**src/sha_pkg.sv**
```systemverilog
// ----------------------------------------------------------------------------
// sha_pkg
// Shared constants and round functions of the byte stream hasher.
// ----------------------------------------------------------------------------
package sha_pkg;

    localparam int unsigned CountW = 61;
    localparam logic [7:0]  PadByte = 8'h80;
    localparam logic [5:0]  LenPos = 6'd56;

    typedef logic [31:0] t_word;

    // controller to compression core
    typedef struct packed {
        logic start;
    } t_core_cmd;

    function automatic t_word round_k(input logic [5:0] i);
        t_word k;
        case (i)
            6'd0: k = 32'h428a2f98;  6'd1: k = 32'h71374491;
            6'd2: k = 32'hb5c0fbcf;  6'd3: k = 32'he9b5dba5;
            6'd4: k = 32'h3956c25b;  6'd5: k = 32'h59f111f1;
            6'd6: k = 32'h923f82a4;  6'd7: k = 32'hab1c5ed5;
            6'd8: k = 32'hd807aa98;  6'd9: k = 32'h12835b01;
            6'd10: k = 32'h243185be; 6'd11: k = 32'h550c7dc3;
            6'd12: k = 32'h72be5d74; 6'd13: k = 32'h80deb1fe;
            6'd14: k = 32'h9bdc06a7; 6'd15: k = 32'hc19bf174;
            6'd16: k = 32'he49b69c1; 6'd17: k = 32'hefbe4786;
            6'd18: k = 32'h0fc19dc6; 6'd19: k = 32'h240ca1cc;
            6'd20: k = 32'h2de92c6f; 6'd21: k = 32'h4a7484aa;
            6'd22: k = 32'h5cb0a9dc; 6'd23: k = 32'h76f988da;
            6'd24: k = 32'h983e5152; 6'd25: k = 32'ha831c66d;
            6'd26: k = 32'hb00327c8; 6'd27: k = 32'hbf597fc7;
            6'd28: k = 32'hc6e00bf3; 6'd29: k = 32'hd5a79147;
            6'd30: k = 32'h06ca6351; 6'd31: k = 32'h14292967;
            6'd32: k = 32'h27b70a85; 6'd33: k = 32'h2e1b2138;
            6'd34: k = 32'h4d2c6dfc; 6'd35: k = 32'h53380d13;
            6'd36: k = 32'h650a7354; 6'd37: k = 32'h766a0abb;
            6'd38: k = 32'h81c2c92e; 6'd39: k = 32'h92722c85;
            6'd40: k = 32'ha2bfe8a1; 6'd41: k = 32'ha81a664b;
            6'd42: k = 32'hc24b8b70; 6'd43: k = 32'hc76c51a3;
            6'd44: k = 32'hd192e819; 6'd45: k = 32'hd6990624;
            6'd46: k = 32'hf40e3585; 6'd47: k = 32'h106aa070;
            6'd48: k = 32'h19a4c116; 6'd49: k = 32'h1e376c08;
            6'd50: k = 32'h2748774c; 6'd51: k = 32'h34b0bcb5;
            6'd52: k = 32'h391c0cb3; 6'd53: k = 32'h4ed8aa4a;
            6'd54: k = 32'h5b9cca4f; 6'd55: k = 32'h682e6ff3;
            6'd56: k = 32'h748f82ee; 6'd57: k = 32'h78a5636f;
            6'd58: k = 32'h84c87814; 6'd59: k = 32'h8cc70208;
            6'd60: k = 32'h90befffa; 6'd61: k = 32'ha4506ceb;
            6'd62: k = 32'hbef9a3f7; 6'd63: k = 32'hc67178f2;
            default: k = 32'h0;
        endcase
        return k;
    endfunction

    function automatic t_word init_hash(input logic [2:0] i);
        t_word h;
        case (i)
            3'd0: h = 32'h6a09e667; 3'd1: h = 32'hbb67ae85;
            3'd2: h = 32'h3c6ef372; 3'd3: h = 32'ha54ff53a;
            3'd4: h = 32'h510e527f; 3'd5: h = 32'h9b05688c;
            3'd6: h = 32'h1f83d9ab; 3'd7: h = 32'h5be0cd19;
            default: h = 32'h0;
        endcase
        return h;
    endfunction

    function automatic t_word ror(input t_word x, input int unsigned n);
        return (x >> n) | (x << (32 - n));
    endfunction

endpackage

```
**src/sha_if.sv**
```systemverilog
// ----------------------------------------------------------------------------
// sha_in_if / sha_out_if
// Valid/ready channels of the byte stream hasher.
// ----------------------------------------------------------------------------
interface sha_in_if;
    logic       valid;
    logic       ready;
    logic [7:0] data_byte;
    logic       last;
    logic       empty_message;
    modport source (output valid, data_byte, last, empty_message, input ready);
    modport sink (input valid, data_byte, last, empty_message, output ready);
endinterface

interface sha_out_if;
    logic        valid;
    logic        ready;
    logic [31:0] digest_word;
    logic [2:0]  word_index;
    logic        last_word;
    modport source (output valid, digest_word, word_index, last_word, input ready);
    modport sink (input valid, digest_word, word_index, last_word, output ready);
endinterface

```
**src/sha256_byte_stream_hasher.sv**
```systemverilog
// ----------------------------------------------------------------------------
// sha256_byte_stream_hasher
// Byte stream SHA-256: packs bytes into a 16-word block memory, pads at the
// end of a message and emits the digest as eight words.
//
//   channel  dir  payload                                   handshake
//   s_in     in   data_byte[8], last, empty_message         valid/ready
//   m_out    out  digest_word[32], word_index[3], last_word valid/ready
//
// a byte is accepted with a store read, then merged and written
// a full block: start, 64 compression rounds, chain update
// message end: read and write the pad word, clear each zero word, write the two
// length words, then a compression; a second block follows when the pad lands at byte 56+
// the digest drains one word a cycle while the receiver is ready
// synchronous active-low reset loads the initial hash and clears the count
// input is held off except while waiting for the next byte
// ----------------------------------------------------------------------------
module sha256_byte_stream_hasher (
    input  logic      i_clk,
    input  logic      i_rst_n,
    sha_in_if.sink    s_in,
    sha_out_if.source m_out
);
    import sha_pkg::*;

    typedef enum logic [8:0] {
        S_IN   = 9'b000000001,
        S_RMW  = 9'b000000010,
        S_PRD  = 9'b000000100,
        S_PWR  = 9'b000001000,
        S_ZERO = 9'b000010000,
        S_LEN  = 9'b000100000,
        S_GO   = 9'b001000000,
        S_COMP = 9'b010000000,
        S_OUT  = 9'b100000000
    } t_state;

    t_state            r_state, n_state;
    logic [CountW-1:0] r_cnt;
    logic [5:0]        r_pos;       // byte position being written
    logic [7:0]        r_byte;
    logic              r_last;      // byte in flight ends the message
    logic              r_fin;       // message end in progress
    logic              r_two;       // padding needs a second block
    logic [3:0]        r_zaddr;     // next word to clear
    logic              r_lsel;      // length word select
    logic [2:0]        r_oidx;
    t_word             r_chain [8];
    t_word             mem [16];
    t_word             r_rdata;

    t_core_cmd  cmd;
    logic       core_busy, core_done, core_we, chain_upd;
    logic [3:0] core_raddr, core_waddr;
    t_word      core_wdata;
    t_word      chain_new [8];

    logic       mem_we;
    logic [3:0] mem_waddr, mem_raddr;
    t_word      mem_wdata, byte_word, pad_word;
    logic [3:0] zero_end;
    logic       in_acc, out_acc;

    sha_core u_core (
        .i_clk(i_clk), .i_rst_n(i_rst_n), .i_cmd(cmd), .o_busy(core_busy),
        .o_done(core_done), .o_rd_addr(core_raddr), .i_rd_data(r_rdata),
        .o_wr_en(core_we), .o_wr_addr(core_waddr), .o_wr_data(core_wdata),
        .i_chain(r_chain), .o_chain_upd(chain_upd), .o_chain_new(chain_new)
    );

    assign in_acc     = s_in.valid && s_in.ready;
    assign out_acc    = m_out.valid && m_out.ready;
    assign s_in.ready = (r_state == S_IN);
    assign cmd.start  = (r_state == S_GO) && !core_busy;

    // last word to clear in the current padding block
    assign zero_end = r_two ? 4'd15 : 4'd13;

    // merge a message byte into its store word
    always_comb begin
        case (r_pos[1:0])
            2'd0:    byte_word = {r_byte, r_rdata[23:0]};
            2'd1:    byte_word = {r_rdata[31:24], r_byte, r_rdata[15:0]};
            2'd2:    byte_word = {r_rdata[31:16], r_byte, r_rdata[7:0]};
            default: byte_word = {r_rdata[31:8], r_byte};
        endcase
    end

    // pad byte after the message, zeros behind it
    always_comb begin
        case (r_cnt[1:0])
            2'd0:    pad_word = {PadByte, 24'h0};
            2'd1:    pad_word = {r_rdata[31:24], PadByte, 16'h0};
            2'd2:    pad_word = {r_rdata[31:16], PadByte, 8'h0};
            default: pad_word = {r_rdata[31:8], PadByte};
        endcase
    end

    // memory port mux
    always_comb begin
        mem_we    = 1'b0;
        mem_waddr = core_waddr;
        mem_wdata = core_wdata;
        mem_raddr = core_raddr;
        case (r_state)
            S_IN:   mem_raddr = r_cnt[5:2];
            S_RMW: begin
                mem_we    = 1'b1;
                mem_waddr = r_pos[5:2];
                mem_wdata = byte_word;
            end
            S_PRD:  mem_raddr = r_cnt[5:2];
            S_PWR: begin
                mem_we    = 1'b1;
                mem_waddr = r_cnt[5:2];
                mem_wdata = pad_word;
            end
            S_ZERO: begin
                mem_we    = 1'b1;
                mem_waddr = r_zaddr;
                mem_wdata = '0;
            end
            S_LEN: begin
                mem_we    = 1'b1;
                mem_waddr = r_lsel ? 4'd15 : 4'd14;
                mem_wdata = r_lsel ? {r_cnt[28:0], 3'b000} : r_cnt[60:29];
            end
            S_COMP: mem_we = core_we;
            default: mem_we = 1'b0;
        endcase
    end

    always_ff @(posedge i_clk) begin
        if (mem_we) mem[mem_waddr] <= mem_wdata;
        r_rdata <= mem[mem_raddr];
    end

    // sequencer
    always_comb begin
        n_state = r_state;
        case (r_state)
            S_IN:   if (in_acc) n_state = s_in.empty_message ? S_PRD : S_RMW;
            S_RMW: begin
                if (r_pos == 6'd63) n_state = S_GO;
                else if (r_last) n_state = S_PRD;
                else n_state = S_IN;
            end
            S_PRD:  n_state = S_PWR;
            S_PWR: begin
                if (r_cnt[5:2] == zero_end) n_state = r_two ? S_GO : S_LEN;
                else n_state = S_ZERO;
            end
            S_ZERO: if (r_zaddr == zero_end) n_state = r_two ? S_GO : S_LEN;
            S_LEN:  if (r_lsel) n_state = S_GO;
            S_GO:   if (!core_busy) n_state = S_COMP;
            S_COMP: if (core_done) begin
                if (!r_fin) n_state = r_last ? S_PRD : S_IN;
                else if (r_two) n_state = S_ZERO;
                else n_state = S_OUT;
            end
            S_OUT:  if (out_acc && r_oidx == 3'd7) n_state = S_IN;
            default: n_state = S_IN;
        endcase
    end

    always_ff @(posedge i_clk) begin
        if (!i_rst_n) begin
            r_state <= S_IN;
            r_cnt   <= '0;
            r_last  <= 1'b0;
            r_fin   <= 1'b0;
            r_two   <= 1'b0;
            r_lsel  <= 1'b0;
            r_oidx  <= '0;
            for (int i = 0; i < 8; i++) r_chain[i] <= init_hash(3'(i));
        end else begin
            r_state <= n_state;
            case (r_state)
                S_IN: if (in_acc && !s_in.empty_message) begin
                    r_pos  <= r_cnt[5:0];
                    r_byte <= s_in.data_byte;
                    r_last <= s_in.last;
                    r_cnt  <= r_cnt + {{(CountW-1){1'b0}}, 1'b1};
                end
                S_PRD: begin
                    r_fin  <= 1'b1;
                    r_two  <= (r_cnt[5:0] >= LenPos);
                    r_lsel <= 1'b0;
                end
                S_PWR:  r_zaddr <= r_cnt[5:2] + 4'd1;
                S_ZERO: r_zaddr <= r_zaddr + 4'd1;
                S_LEN:  r_lsel <= ~r_lsel;
                S_COMP: begin
                    if (chain_upd) r_chain <= chain_new;
                    // second padding block starts from word zero
                    if (core_done && r_fin && r_two) begin
                        r_two   <= 1'b0;
                        r_zaddr <= '0;
                    end
                end
                S_OUT: if (out_acc) begin
                    r_oidx <= r_oidx + 3'd1;
                    if (r_oidx == 3'd7) begin
                        r_cnt <= '0;
                        r_fin <= 1'b0;
                        for (int i = 0; i < 8; i++) r_chain[i] <= init_hash(3'(i));
                    end
                end
                default: ;
            endcase
        end
    end

    assign m_out.valid       = (r_state == S_OUT);
    assign m_out.digest_word = r_chain[r_oidx];
    assign m_out.word_index  = r_oidx;
    assign m_out.last_word   = (r_oidx == 3'd7);

endmodule

```
**src/sha_core.sv**
```systemverilog
// ----------------------------------------------------------------------------
// sha_core
// 64-round compression, each round stepping S_RD0, S_RD1, S_RD2, S_RND. The
// message schedule is a 16-word ring in the block memory, read a state ahead of its use.
// ----------------------------------------------------------------------------
module sha_core (
    input  logic               i_clk,
    input  logic               i_rst_n,
    input  sha_pkg::t_core_cmd i_cmd,
    output logic               o_busy,
    output logic               o_done,
    // block memory port, read data is registered and returns in the next cycle
    output logic [3:0]         o_rd_addr,
    input  sha_pkg::t_word     i_rd_data,
    output logic               o_wr_en,
    output logic [3:0]         o_wr_addr,
    output sha_pkg::t_word     o_wr_data,
    // chaining words
    input  sha_pkg::t_word     i_chain [8],
    output logic               o_chain_upd,
    output sha_pkg::t_word     o_chain_new [8]
);
    import sha_pkg::*;

    // phases: fetch four schedule taps per round (w-16, w-15, w-7, w-2)
    typedef enum logic [4:0] {
        S_IDLE = 5'b00001, S_RD0 = 5'b00010, S_RD1 = 5'b00100,
        S_RD2 = 5'b01000, S_RND = 5'b10000
    } t_state;

    t_state      r_state, n_state;
    logic [5:0]  r_rnd;
    t_word       r_wk [8];
    t_word       r_t16, r_t15, r_t7;
    logic        r_done;

    t_word w_cur, s0, s1, t1, t2;
    t_word a, b, c, d, e, f, g, h;

    assign a = r_wk[0]; assign b = r_wk[1]; assign c = r_wk[2]; assign d = r_wk[3];
    assign e = r_wk[4]; assign f = r_wk[5]; assign g = r_wk[6]; assign h = r_wk[7];

    // read address sequence per round
    always_comb begin
        case (r_state)
            S_IDLE:  o_rd_addr = r_rnd[3:0];
            S_RD0:   o_rd_addr = r_rnd[3:0] + 4'd1;
            S_RD1:   o_rd_addr = r_rnd[3:0] + 4'd9;
            S_RD2:   o_rd_addr = r_rnd[3:0] + 4'd14;
            default: o_rd_addr = r_rnd[3:0] + 4'd1;
        endcase
    end

    // schedule word for this round; in S_RND, read data is w-2
    always_comb begin
        s0 = ror(r_t15, 7) ^ ror(r_t15, 18) ^ (r_t15 >> 3);
        s1 = ror(i_rd_data, 17) ^ ror(i_rd_data, 19) ^ (i_rd_data >> 10);
        w_cur = (r_rnd < 6'd16) ? r_t16 : (r_t16 + s0 + r_t7 + s1);
        t1 = h + (ror(e, 6) ^ ror(e, 11) ^ ror(e, 25)) + ((e & f) ^ (~e & g))
             + round_k(r_rnd) + w_cur;
        t2 = (ror(a, 2) ^ ror(a, 13) ^ ror(a, 22)) + ((a & b) ^ (a & c) ^ (b & c));
    end

    assign o_wr_en   = (r_state == S_RND) && (r_rnd >= 6'd16);
    assign o_wr_addr = r_rnd[3:0];
    assign o_wr_data = w_cur;

    always_comb begin
        n_state = r_state;
        case (r_state)
            S_IDLE:  if (i_cmd.start) n_state = S_RD0;
            S_RD0:   n_state = S_RD1;
            S_RD1:   n_state = S_RD2;
            S_RD2:   n_state = S_RND;
            S_RND:   n_state = (r_rnd == 6'd63) ? S_IDLE : S_RD0;
            default: n_state = S_IDLE;
        endcase
    end

    // taps and working words
    always_ff @(posedge i_clk) begin
        if (!i_rst_n) begin
            r_state <= S_IDLE;
            r_rnd   <= '0;
            r_done  <= 1'b0;
        end else begin
            r_state <= n_state;
            r_done  <= (r_state == S_RND) && (r_rnd == 6'd63);
            if (r_state == S_RND) r_rnd <= r_rnd + 6'd1;
        end
        if (r_state == S_IDLE && i_cmd.start) r_wk <= i_chain;
        if (r_state == S_RD0) r_t16 <= i_rd_data;
        if (r_state == S_RD1) r_t15 <= i_rd_data;
        if (r_state == S_RD2) r_t7  <= i_rd_data;
        if (r_state == S_RND) begin
            r_wk[7] <= g; r_wk[6] <= f; r_wk[5] <= e; r_wk[4] <= d + t1;
            r_wk[3] <= c; r_wk[2] <= b; r_wk[1] <= a; r_wk[0] <= t1 + t2;
        end
    end

    // chaining update in the cycle after the last round
    always_comb begin
        for (int i = 0; i < 8; i++) o_chain_new[i] = i_chain[i] + r_wk[i];
    end
    assign o_chain_upd = r_done;
    assign o_done      = r_done;
    assign o_busy      = (r_state != S_IDLE) || r_done;

endmodule
```
**src/flat_wrapper.sv**
```systemverilog
// flat-port wrapper written by rule: the top's interface ports become plain ports
module sha256_byte_stream_hasher_flat import sha_pkg::*;
  (i_clk, i_rst_n, s_in_valid, s_in_data_byte, s_in_last, s_in_empty_message, s_in_ready, m_out_valid, m_out_digest_word, m_out_word_index, m_out_last_word, m_out_ready);
  sha_in_if s_in_i ();
  sha_out_if m_out_i ();
  input  logic i_clk;
  input  logic i_rst_n;
  input wire logic [$bits(s_in_i.valid)-1:0] s_in_valid;
  input wire logic [$bits(s_in_i.data_byte)-1:0] s_in_data_byte;
  input wire logic [$bits(s_in_i.last)-1:0] s_in_last;
  input wire logic [$bits(s_in_i.empty_message)-1:0] s_in_empty_message;
  output wire logic [$bits(s_in_i.ready)-1:0] s_in_ready;
  output wire logic [$bits(m_out_i.valid)-1:0] m_out_valid;
  output wire logic [$bits(m_out_i.digest_word)-1:0] m_out_digest_word;
  output wire logic [$bits(m_out_i.word_index)-1:0] m_out_word_index;
  output wire logic [$bits(m_out_i.last_word)-1:0] m_out_last_word;
  input wire logic [$bits(m_out_i.ready)-1:0] m_out_ready;
  assign s_in_i.valid = s_in_valid;
  assign s_in_i.data_byte = s_in_data_byte;
  assign s_in_i.last = s_in_last;
  assign s_in_i.empty_message = s_in_empty_message;
  assign s_in_ready = s_in_i.ready;
  assign m_out_valid = m_out_i.valid;
  assign m_out_digest_word = m_out_i.digest_word;
  assign m_out_word_index = m_out_i.word_index;
  assign m_out_last_word = m_out_i.last_word;
  assign m_out_i.ready = m_out_ready;
  sha256_byte_stream_hasher u_core (.i_clk(i_clk), .i_rst_n(i_rst_n), .s_in(s_in_i), .m_out(m_out_i));
endmodule
```
**config.mk**
```make
export PLATFORM = sky130hd
export DESIGN_NAME = sha256_byte_stream_hasher_flat
export DESIGN_NICKNAME = d
export VERILOG_FILES = /design/src/sha_pkg.sv /design/src/sha_if.sv /design/src/sha256_byte_stream_hasher.sv /design/src/sha_core.sv /design/src/flat_wrapper.sv
export SDC_FILE = /design/constraint.sdc
export NUM_CORES = 2
export LEC_CHECK = 0
export BUFFER_PORTS_ARGS = -buffer_cell sky130_fd_sc_hd__buf_2
export CORE_MARGIN = 2
export CORE_UTILIZATION = 45
export CTS_CLUSTER_SIZE = 8
export DETAILED_ROUTE_END_ITERATION = 10
export GPL_TIMING_DRIVEN = 0
export HOLD_SLACK_MARGIN = 0.15
export PLACE_DENSITY = 0.68
export SLEW_MARGIN = 20
export SYNTH_ARGS = -nofsm -noshare
export SYNTH_HDL_FRONTEND = slang
export SYNTH_HIERARCHICAL = 1
export SYNTH_SLANG_ARGS = --single-unit
```
**constraint.sdc**
```tcl
create_clock -name i_clk -period 10.77 [get_ports i_clk]
set_input_delay 0.5385 -clock i_clk [delete_from_list [all_inputs] [get_ports i_clk]]
set_output_delay 0.5385 -clock i_clk [all_outputs]
set_load 0.1 [all_outputs]
```
==> results_dict.tcl <==
set metrics [dict create \
    clk_path_buf_depth 3 \
    synth-xor-area-share_pct 6.786 \
    antenna_found_initial 13 \
    avgRoutedWirePerCell_um 30.28 \
    synthSimpleGateAreaFrac_pct 14.49 \
    setup_viol 0 \
    mappedNetlistArea_um2 83320 \
    internal_power_mw 9.369 \
    syn_avg_cell_area_um2 9.545 \
    hold_path.class "in2reg" \
    hold_path.startpoint "s_in_valid" \
    first_global_vias 68843 \
    pin_count 52 \
    layout_setup_ws_ps 199.5 \
    status "complete, no violations" \
    synthArstFlopShare_pct 0 \
    port_buffers 51 \
    synth_fp_nets 9337 \
    cts.sinks 1291 \
    worstReg2RegStart "u_core/u_core/r_t15[20]" \
    clockPowerShare_pct 43.8 \
    largest_reg_flops 512 \
    drt-vias-per-instance 6.197 \
    numCtsBuffers 183 \
    gp_congestion 1.057 \
    crit_start "u_core/u_core/r_t15[20]" \
    final-hold-violation-count 0 \
    min_period_ps 10570 \
    dieArea_um2 188600 \
    synth_cells 8729 \
    die_w_um 434.3 \
    core_um2 183500 \
    finalMaxSlewViolations 0 \
    combPwrFrac_pct 14.0 \
    synthAdderAreaFrac_pct 10.91 \
    top_regs "u_core/mem: 512 flops, u_core/r_chain: 256 flops, u_core/r_cnt: 61 flops" \
    relSlewSlack_pct 15.68 \
    synth-main-ff-cell "edfxtp_1" \
    cp-start-kind "register" \
    synth.mux.area_fraction_pct 6.221 \
    final_nets 9700 \
    worstSkewPairLatency_ps 890 \
    die_h_um 434.3 \
    grt_first_pass_wirelength_um 495300 \
    grt-ovfl-total 0 \
    clock_tree.root_cell "clkbuf_16" \
    drt.antenna.violating_nets 0 \
    cts_tree "built" \
    swShare_pct 27.96 \
    final_layout_size_suffix_gt1_share_pct 9.364 \
    crit_top_cell "fa_1" \
    synth_edf_count 882 \
    cp_max_fo 6 \
    drt_iter0_drc 9132 \
    first_pass_iters 9 \
    synth_top_family_by_area "compound AO/OA/AOI/OAI gates" \
    drc 0 \
    fill_cells 16754 \
    synth_compound_area_share_pct 15.17 \
    place_worst_setup_slack_ps -1754 \
    area_delta_synth_final_pct 14.25 \
    critical_path_class "reg2reg" \
    hpwl_um 272000 \
    worst-slew-pin-transition_ps 1265 \
    synth_seq_cells 1291 \
    cp-end-kind "register" \
    fin_setup_tns_ps 0 \
    p_sw_mw 3.637 \
    sequentialPowerShare_pct 42.2 \
    leakage_nw 37.06 \
    top_register "u_core/mem" \
    ys_types 114 \
    ir_drop_mv 0.2124 \
    power_density_nw_per_um2 136.6 \
    htree_levels 4 \
    cp_slowest_stage_delay_ps 570 \
    crit_arrival_ps 11170 \
    synth_warnings 6 \
    fin_crit_sh_pct 98.15 \
    crit_slowest_cell "fa_1" \
    clk_pin_slew_ps 60 \
    grt_use_total_pct 36.83 \
    cap_violations 0 \
    rsz0062_at_grt "yes" \
    wl_um 355200 \
    synth-seq-area-share_pct 41.61 \
    grt_max_degree 49 \
    max_clock_freq_mhz 94.60 \
    cp.required_ps 11360 \
    rows 157 \
    initial_utilization_pct 45.41 \
    vias 72686 \
    finClkSkew_ps 77.21 \
]
[what timing repair did]
action | in CTS | in global routing
gates resized for setup | 78 | 87
setup endpoints to repair | 21 | 17
buffers inserted | 23 | 31
endpoints found under the hold margin | 14 | 0
hold buffers | 12 | 0
pin swaps | 26 | 65
[cells by family after synthesis]
family | after synthesis
AOI/OAI and AO/OA | 2001
xor gates and xnor gates | 644
adders and majority gates | 613
buffers and inverters | 1022
DFF | 1291
muxes | 425
and+or+nand+nor | 2733
[per-layer routing]
layer	GRT usage [%]	up-vias	share of wire [%]
li1	-	31801	-
met1	42.76	35105	36
met2	57.76	4544	45
met3	8.909	1228	9.8
met4	30.48	8	10
met5	0	-	0.017
[worst max-delay path: cells and delay by family (launching register included)]
family                   cells  cell delay (ps)
flip-flops                   1              420
buffers and inverters        5              390
AND/OR/NAND/NOR             11             2030
multiplexers                 1              270
AO/OA/AOI/OAI               10             2220
XOR/XNOR                     5              800
adder cells (fa/ha/maj)      9             4170
[cell usage in the layout (no fill, tap or decap), types with 50 or more instances in the layout]
cell and n:
mux2i_1 294, nand2b_1 62, o21ai_1 109, mux2_2 53
buf_2 146, dfxtp_1 408, inv_1 502, o21a_1 64
nor2b_1 77, a211oi_1 79, clkbuf_1 481, ha_1 380
mux4_2 69, nor2_1 532, clkbuf_16 184, nand2_1 1281
and3_1 50, o221ai_1 50, a21oi_1 589, xor2_1 198
nand3_1 271, xnor2_1 413, a21o_1 209, buf_4 71
edfxtp_1 882, o21ai_0 380, fa_1 189, nor3_1 226
[Yosys cell counts (63+ instances only)]
| cell | number | area (um^2) |
|---|---|---|
| a211oi_1 | 84 | 630.6 |
| a21o_1 | 212 | 1592 |
| a21oi_1 | 618 | 3093 |
| buf_2 | 94 | 470.5 |
| clkbuf_1 | 360 | 1351 |
| dfxtp_1 | 409 | 8188 |
| edfxtp_1 | 882 | 26490 |
| fa_1 | 195 | 3904 |
| ha_1 | 399 | 4992 |
| inv_1 | 511 | 1918 |
| mux2i_1 | 303 | 3033 |
| mux4_2 | 69 | 1554 |
| nand2_1 | 1283 | 4816 |
| nand2b_1 | 63 | 394.1 |
| nand3_1 | 272 | 1361 |
| nor2_1 | 553 | 2076 |
| nor2b_1 | 77 | 481.7 |
| nor3_1 | 227 | 1136 |
| o21a_1 | 65 | 488.0 |
| o21ai_0 | 386 | 1932 |
| o21ai_1 | 107 | 535.5 |
| xnor2_1 | 438 | 3836 |
| xor2_1 | 205 | 1795 |
[per-stage QoR]
step | util, % | std cells | power, mW | hold WS [ps] | cell area, um^2
floorplan | - | 8729 | 6.620 | 402.9 | 83320
global placement | 47.23 | 11244 | 7.061 | 406.0 | 86660
detailed placement | 48.00 | 11303 | 7.107 | 408.2 | 88060
CTS | 51.47 | 11679 | 12.86 | 238.9 | 94440
global route | 51.87 | 11721 | 13.37 | 330.4 | 95170
finish | 51.89 | 11730 | 13.01 | 305.3 | 95200
[cell type report]
cell class | instances | area (um^2) | share of cell area, %
multi-input cells | 6416 | 45940 | 48.26
flip-flops and latches | 1291 | 34670 | 36.42
clock buffers | 321 | 5139 | 5.398
well taps | 2464 | 3083 | 3.239
plain buffers | 503 | 2079 | 2.184
inverters | 519 | 1949 | 2.048
repair buffers | 178 | 1785 | 1.876
clock inverters | 20 | 501.7 | 0.5270
diodes | 18 | 45.04 | 0.04732
[power groups by stage]
| stage | registers (mW) | clock network (mW) | logic [mW] |
|---|---|---|---|
| final | 5.49 | 5.69 | 1.82 |
| after floorplan | 5.48 | 0 | 1.14 |
| after global placement | 5.58 | 0 | 1.48 |
| after global routing | 5.48 | 5.93 | 1.96 |
| after CTS | 5.48 | 5.73 | 1.65 |
| after detailed placement | 5.58 | 0 | 1.53 |
[final timing paths]
check	endpoint	slack [ps]	cells past startpoint
max	u_core/u_core/a[31]	200	41
min	u_core/r_state[0]	310	5
max reg2reg	u_core/u_core/a[31]	200	41
min reg2reg	u_core/r_pos[3]	400	0
Note: power is estimated with default switching activity, not from simulation.
